### src/hw/rtl/vtq_pkg.sv
// Package for the versioned timer queue: word types, opcodes, result kinds and cell control.
// It depends on nothing; every other file refers to it by scoped names.
package vtq_pkg;

  localparam logic [2:0] OP_ADD    = 3'd0;
  localparam logic [2:0] OP_MODIFY = 3'd1;
  localparam logic [2:0] OP_DELETE = 3'd2;
  localparam logic [2:0] OP_CLEAR  = 3'd3;
  localparam logic [2:0] OP_TICK   = 3'd4;

  localparam logic [1:0] KIND_OK     = 2'd0;
  localparam logic [1:0] KIND_FAIL   = 2'd1;
  localparam logic [1:0] KIND_FIRED  = 2'd2;
  localparam logic [1:0] KIND_TICKED = 2'd3;

  typedef struct packed {
    logic [2:0]  opcode;
    logic [5:0]  tmr_id;
    logic [15:0] delay;
    logic [15:0] version;
  } in_word_t;

  typedef struct packed {
    logic [1:0]  kind;
    logic [5:0]  fired_id;
    logic [15:0] fired_version;
    logic        last;
  } out_word_t;

  // Control broadcast to every cell of the queue.
  typedef struct packed {
    logic        insert;
    logic        pop;
    logic        clear;
    logic [15:0] delay;
    logic [31:0] now;
  } cell_ctrl_t;

endpackage

### src/hw/rtl/vtq_cell.sv
// One slot of the sorted timer queue; it holds one entry and trades it with its neighbors.
// Depends on vtq_pkg for the control struct.
module vtq_cell #(
  parameter int VerBits = 16
) (
  input  logic                 clk_i,
  input  logic                 rst_ni,
  input  vtq_pkg::cell_ctrl_t  ctrl_i,
  input  logic [5:0]           new_id_i,
  input  logic [VerBits-1:0]   new_ver_i,
  input  logic [31:0]          new_exp_i,
  input  logic                 left_valid_i,
  input  logic                 left_gt_i,
  input  logic [5:0]           left_id_i,
  input  logic [VerBits-1:0]   left_ver_i,
  input  logic [31:0]          left_exp_i,
  input  logic                 right_valid_i,
  input  logic [5:0]           right_id_i,
  input  logic [VerBits-1:0]   right_ver_i,
  input  logic [31:0]          right_exp_i,
  output logic                 valid_o,
  output logic                 gt_o,
  output logic [5:0]           id_o,
  output logic [VerBits-1:0]   ver_o,
  output logic [31:0]          exp_o
);

  logic               valid_q, valid_d;
  logic [5:0]         id_q, id_d;
  logic [VerBits-1:0] ver_q, ver_d;
  logic [31:0]        exp_q, exp_d;
  logic [31:0]        exp_dist;

  // The entry expires later than the new one when its distance from now is larger.
  assign exp_dist = exp_q - ctrl_i.now;
  assign gt_o = valid_q && (exp_dist > {16'd0, ctrl_i.delay});

  // Clear empties the cell; shift left on pop; on insert take the left entry or the new one.
  always_comb begin
    valid_d = valid_q;
    id_d    = id_q;
    ver_d   = ver_q;
    exp_d   = exp_q;
    if (ctrl_i.clear) begin
      valid_d = 1'b0;
    end else if (ctrl_i.pop) begin
      valid_d = right_valid_i;
      id_d    = right_id_i;
      ver_d   = right_ver_i;
      exp_d   = right_exp_i;
    end else if (ctrl_i.insert && left_valid_i) begin
      if (left_gt_i) begin
        valid_d = 1'b1;
        id_d    = left_id_i;
        ver_d   = left_ver_i;
        exp_d   = left_exp_i;
      end else if (!valid_q || gt_o) begin
        valid_d = 1'b1;
        id_d    = new_id_i;
        ver_d   = new_ver_i;
        exp_d   = new_exp_i;
      end
    end
  end

  always_ff @(posedge clk_i or negedge rst_ni) begin
    if (!rst_ni) begin
      valid_q <= 1'b0;
    end else begin
      valid_q <= valid_d;
    end
  end

  always_ff @(posedge clk_i) begin
    id_q  <= id_d;
    ver_q <= ver_d;
    exp_q <= exp_d;
  end

  assign valid_o = valid_q;
  assign id_o    = id_q;
  assign ver_o   = ver_q;
  assign exp_o   = exp_q;

endmodule

### config.mk
export PLATFORM = sky130hd
export DESIGN_NAME = vtq_cell
export DESIGN_NICKNAME = d
export VERILOG_FILES = /design/src/hw/rtl/vtq_pkg.sv /design/src/hw/rtl/vtq_cell.sv
export SDC_FILE = /design/constraint.sdc
export NUM_CORES = 1
export LEC_CHECK = 0
export ABC_AREA = 1
export BUFFER_PORTS_ARGS = -buffer_cell sky130_fd_sc_hd__buf_2
export CAP_MARGIN = 0
export CORE_MARGIN = 2
export CORE_UTILIZATION = 49
export DETAILED_ROUTE_END_ITERATION = 7
export PLACE_DENSITY = 0.83
export SYNTH_ARGS = -nofsm -noshare
export SYNTH_HDL_FRONTEND = slang
export SYNTH_SLANG_ARGS = --single-unit
### constraint.sdc
create_clock -name clk_i -period 5.78 [get_ports clk_i]
set_input_delay 1.156 -clock clk_i [delete_from_list [all_inputs] [get_ports clk_i]]
set_output_delay 1.156 -clock clk_i [all_outputs]
set_load 0.05 [all_outputs]
Word-level counts from Yosys, hierarchy flattened
Index checks and enable logic that the tools add are counted.

Output and inout port bits: 56. Register bits after elaboration: 55. Input port bits: 218. Logic and storage cells: 34.

Magnitude comparators: 1. Bitwise logic cells: 1. Reductions and logical operators: 10. Add/subtract/negate cells: 1. Multiplexer cells: 17.

Operators by type and width (number): 32-bit 2-to-1 mux (4); 16-bit 2-to-1 mux (4); 32-bit by 16-bit > comparator with 1-bit output (1); 32-bit subtractor (1); 6-bit 2-to-1 mux (4); 3-bit nonzero test (2); 1-bit 2-to-1 mux (5); 4-bit nonzero test (1); 3-bit AND reduction (1); 1-bit logical AND (2); 2-bit AND reduction (1); 2-bit nonzero test (1); 1-bit zero test (1); 1-bit logical OR (1); 1-bit inverter (1).

Depth between registers and ports, before layout
Depth in word-level cells: 9. Gate-level depth with buffers: 28.

Worst setup path after synthesis
No wires, ideal clock.

Path type: input -> output. Start: input port ctrl_i[2] (netlist bit). End: output port gt_o. Setup slack: 0.657 ns. Arrival time: 3.967 ns. Cell stages on the path: 23. Cells stage by stage: inv_1 -> ha_1 -> buf_4 -> a21oi_2 -> nand2_2 -> nand2_1 -> nand2_1 -> nand2_1 -> nand2_1 -> xor2_1 -> ha_1 -> nand2_1 -> inv_1 -> nand3_1 -> nor3_1 -> nand2_1 -> nand2_1 -> nand2_1 -> nand3_1 -> nor2_1 -> nand2_1 -> nor2_2 -> a21oi_1.

Cells in the longest elaborated chain, start to end: 3.

RTL lines: start: declaration (RTL line vtq_cell.sv:8) `input vtq_pkg::cell_ctrl_t ctrl_i,`; 32-bit subtractor (RTL line vtq_cell.sv:35) `assign exp_dist = exp_q - ctrl_i.now;`; 32-bit by 16-bit > comparator with 1-bit output (RTL line vtq_cell.sv:36) `assign gt_o = valid_q && (exp_dist > {16'd0, ctrl_i.delay});`; 1-bit logical AND (RTL line vtq_cell.sv:36); end: declaration (RTL line vtq_cell.sv:22) `output logic gt_o,`.

No other way between the ends.

Worst setup path in the final report
Start: input port ctrl_i[10] (netlist bit). End: output port gt_o.

The elaborated chain is that of the path after synthesis.

==> results.md <==
- Status: complete, no violations
- Normalized max-slew margin: 0.245
- Setup TNS: 0 ps
- Slowest cell on the critical path: ha_1
- Routed via count: about 7,000
- Die height: 114 µm
- RSZ-0062 raised after global routing: false
- Peak VDD IR: 177 µV
- Most frequent CP cell: nand2_1
- Nets: between 1,000 and 1,500
- Slew Viols, Final: 0
- P per Cell Area: roughly 220 nW/µm²
- DRT antenna net count: 0
- Hold Slack: around 640 ps
- DR WL met3: 1720 µm
- Sequential area share after synthesis: 0.277
- Tmin final: 5280 ps
- CTS tree: built
- Final GP Congestion: 0.971
- PortBufs: 273
- Metal-1 WL: 8130 µm
- Number of library cell types mapped by synthesis: 34
- Final Setup Violations: 0
- Die W: 114 µm
- Worst slack, placed: 550 ps
- XOR/XNOR Fraction of Synth Area: 0.0221
- #FFs+latches synth: 55
- Pint: 959 µW
- Core area: 11,900 µm²
- Clock Latency Late Sink: 300 ps
- Required @ worst endpoint: 4620 ps
- Avg Inst Size Synth: 6.24 µm²
- Startpoint types: primary input
- Slowest stage delay, CP: 390 ps
- Clock skew: between 10 and 15 ps
- Crit-path max FO: 4
- First-pass detailed-route iteration total: 5
- Largest net degree at the start of global routing: 58
- Vias/cell: approximately 5.0
- Die area: 13,000 µm²
- Maxcap violations: 0
- TritonCTS sink count: 55
- Initial Util: 0.498
- CTS buffer count: 5
- I/O pin count: roughly 270
- Synthesized cell area: 5940 µm²
- Syn nets: 1,218
- Commonest non-fill, non-tap cell in the layout: nand2_1
- Post-DP HPWL: about 16,000 µm
- Tcrit/Tclk final: 0.914
- Final WS setup: 496 ps
- Cts hold-fix bufs: 0
- Most frequent cells in the layout: nand2_1, buf_2, inv_1
- Clock Tree Buf Depth: 2
- Post-synthesis compound-gate area fraction: 0.124
- Net Sw Power: 697 µW
- Critical path class: primary input to output port
- Max Freq: 0.189 GHz
- Post-CTS sizing: 0
- Yosys Warn Count: 0
- DR WL/cell: 14.2 µm
- CP Data Arrival Time: 4130 ps
- Top Metal Used: met4
- Leakage: roughly 0.0044 µW
- Total global routing overflow: 0
- Initial antenna violation count: 2
- Top post-synthesis cells by area: edfxtp_1, nand2_1, a21oi_1
- DR iter-0 viols: 524
- Comb pwr share: 0.481
- Largest family of logic cells by synthesized area: simple AND/OR/NAND/NOR gates
- GRT Total Usage: 0.296
- Worst-path clk slew: 70 ps
- Top cell type's share of synthesized area: 0.273
- First-pass GRT wire length: 30,400 µm
- Synth-to-layout area growth: 27.6%
- Worst Tran Pin Value: about 1100 ps
- Final wirelength: 19,400 µm
- Root Driver: clkbuf_16
- Area leader, netlist: edfxtp_1
- Post-route cell area: 7580 µm²
- Post-CTS Setup Inserts: 0
- Final core occ: 0.636
- Sequential power share: 0.305
- Sw frac: 0.421
- Core Rows: 40
- Share of layout cells above drive strength 1: 0.262
- Vias in the first global route: 6,235
- FILL cells: 1,174
- Min-delay worst type: primary input to async pin
- Cells after Synth: 952
- Synth Area in Adders: 0.102
- CP Cell Sequence: buf_2, inv_1, ha_1, nand2_1, inv_1, nand2_1, nor3_2, nand2_1, nand2_1, xor2_1, ha_1, nand2_1, o21bai_1, a21oi_1, nor2_1, nand2_1, nand2_1, nand3_1, nor2_1, nand2_1, nor2_2, a21oi_1, buf_2
- Simple-Gate Fraction of Synth Area: 0.340
- DRC violations left: 0
- Setup crit end kind: output port
- Hold Violations, Final: 0
- Met2 wire length: a little under 9000 µm
- CTS HTree Levels: 2
- Mux cell area share after synthesis: 0
- Cell Area, Placed: 7400 µm²
- Clk network pwr share: 0.213
-- kinds of logic after synthesis --
group,Yosys count
flops,55
buf+inv,205
compound gates,143
xor+xnor,15
simple gates,486
fa+ha+maj,48
-- layout make-up --
cell class,instances,area (µm²),area share
clock inverters,3,47.5,0.00628
clock buffers,5,125,0.0165
inverters,181,679,0.0897
flip-flops and latches,55,1650,0.217
well taps,147,184,0.0243
diodes,3,7.51,0.000991
repair buffers,276,1390,0.183
multi-input cells,692,3500,0.462
-- layer usage --
metal | track usage | vias up
met1 | 0.400 | 2990
met2 | 0.471 | 301
met5 | 0 | -
met4 | 0.113 | 0
met3 | 0.0545 | 45
li1 | - | 3487
-- metrics by stage --
| step | cells | power, µW |
|---|---|---|
| floorplan | 952 | 1080 |
| global placement | 1351 | 1300 |
| detailed placement | 1351 | 1300 |
| CTS | 1359 | 1650 |
| global route | 1361 | 1770 |
| finish | 1362 | 1660 |
-- power groups by stage --
| stage | combinational [µW] | clock, µW | sequential (µW) |
|---|---|---|---|
| 6_report | 797 | 354 | 505 |
| 3_5_place_dp | 791 | 0 | 513 |
| 2_1_floorplan | 436 | 0 | 639 |
| 5_1_grt | 891 | 372 | 509 |
| 4_1_cts | 793 | 356 | 505 |
| 3_3_place_gp | 786 | 0 | 512 |
-- flip-flops by register name (all words and copies together), names as in the netlist --
signal   count
valid_o      1
id_o         6
ver_o       16
exp_o       32
-- worst max-delay path, delay by kind of cell --
| family | cells | cell delay [ps] |
|---|---|---|
| adder cells (fa/ha/maj) | 2 | 690 |
| AND/OR/NAND/NOR | 13 | 1320 |
| buffers and inverters | 4 | 440 |
| AO/OA/AOI/OAI | 3 | 260 |
| XOR/XNOR | 1 | 260 |
-- path summary, 6_finish.rpt --
check / slack (ps) / to / depth (start not counted) / startpoint
min: 640 / valid_o$_DFFE_PN0P_ / 1 / rst_ni
min in group clk_i: 700 / valid_o$_DFFE_PN0P_ / 4 / valid_o$_DFFE_PN0P_
min reg2reg: 700 / valid_o$_DFFE_PN0P_ / 4 / valid_o$_DFFE_PN0P_
max: 500 / gt_o / 23 / ctrl_i[10]
max reg2reg: 1540 / exp_o[11]$_DFFE_PP_ / 24 / exp_o[0]$_DFFE_PP_
max in group asynchronous: 5040 / valid_o$_DFFE_PN0P_ / 1 / rst_ni
-- Yosys cell counts, drive strengths merged --
| library cell | instances |
|---|---|
| clkbuf | 22 |
| nand4 | 6 |
| and3 | 3 |
| a21o | 1 |
| o21a | 1 |
| buf | 2 |
| ha | 47 |
| xor2 | 13 |
| and2 | 3 |
| xnor2 | 2 |
| nand3 | 37 |
| nand2 | 321 |
| a21oi | 135 |
| edfxtp | 54 |
| nand3b | 2 |
| dfrtp | 1 |
| o21ai | 1 |
| inv | 181 |
| o21bai | 5 |
| fa | 1 |
| nor3 | 5 |
| nor2 | 108 |
| nor4 | 1 |
(Power assumes the default switching activity.)
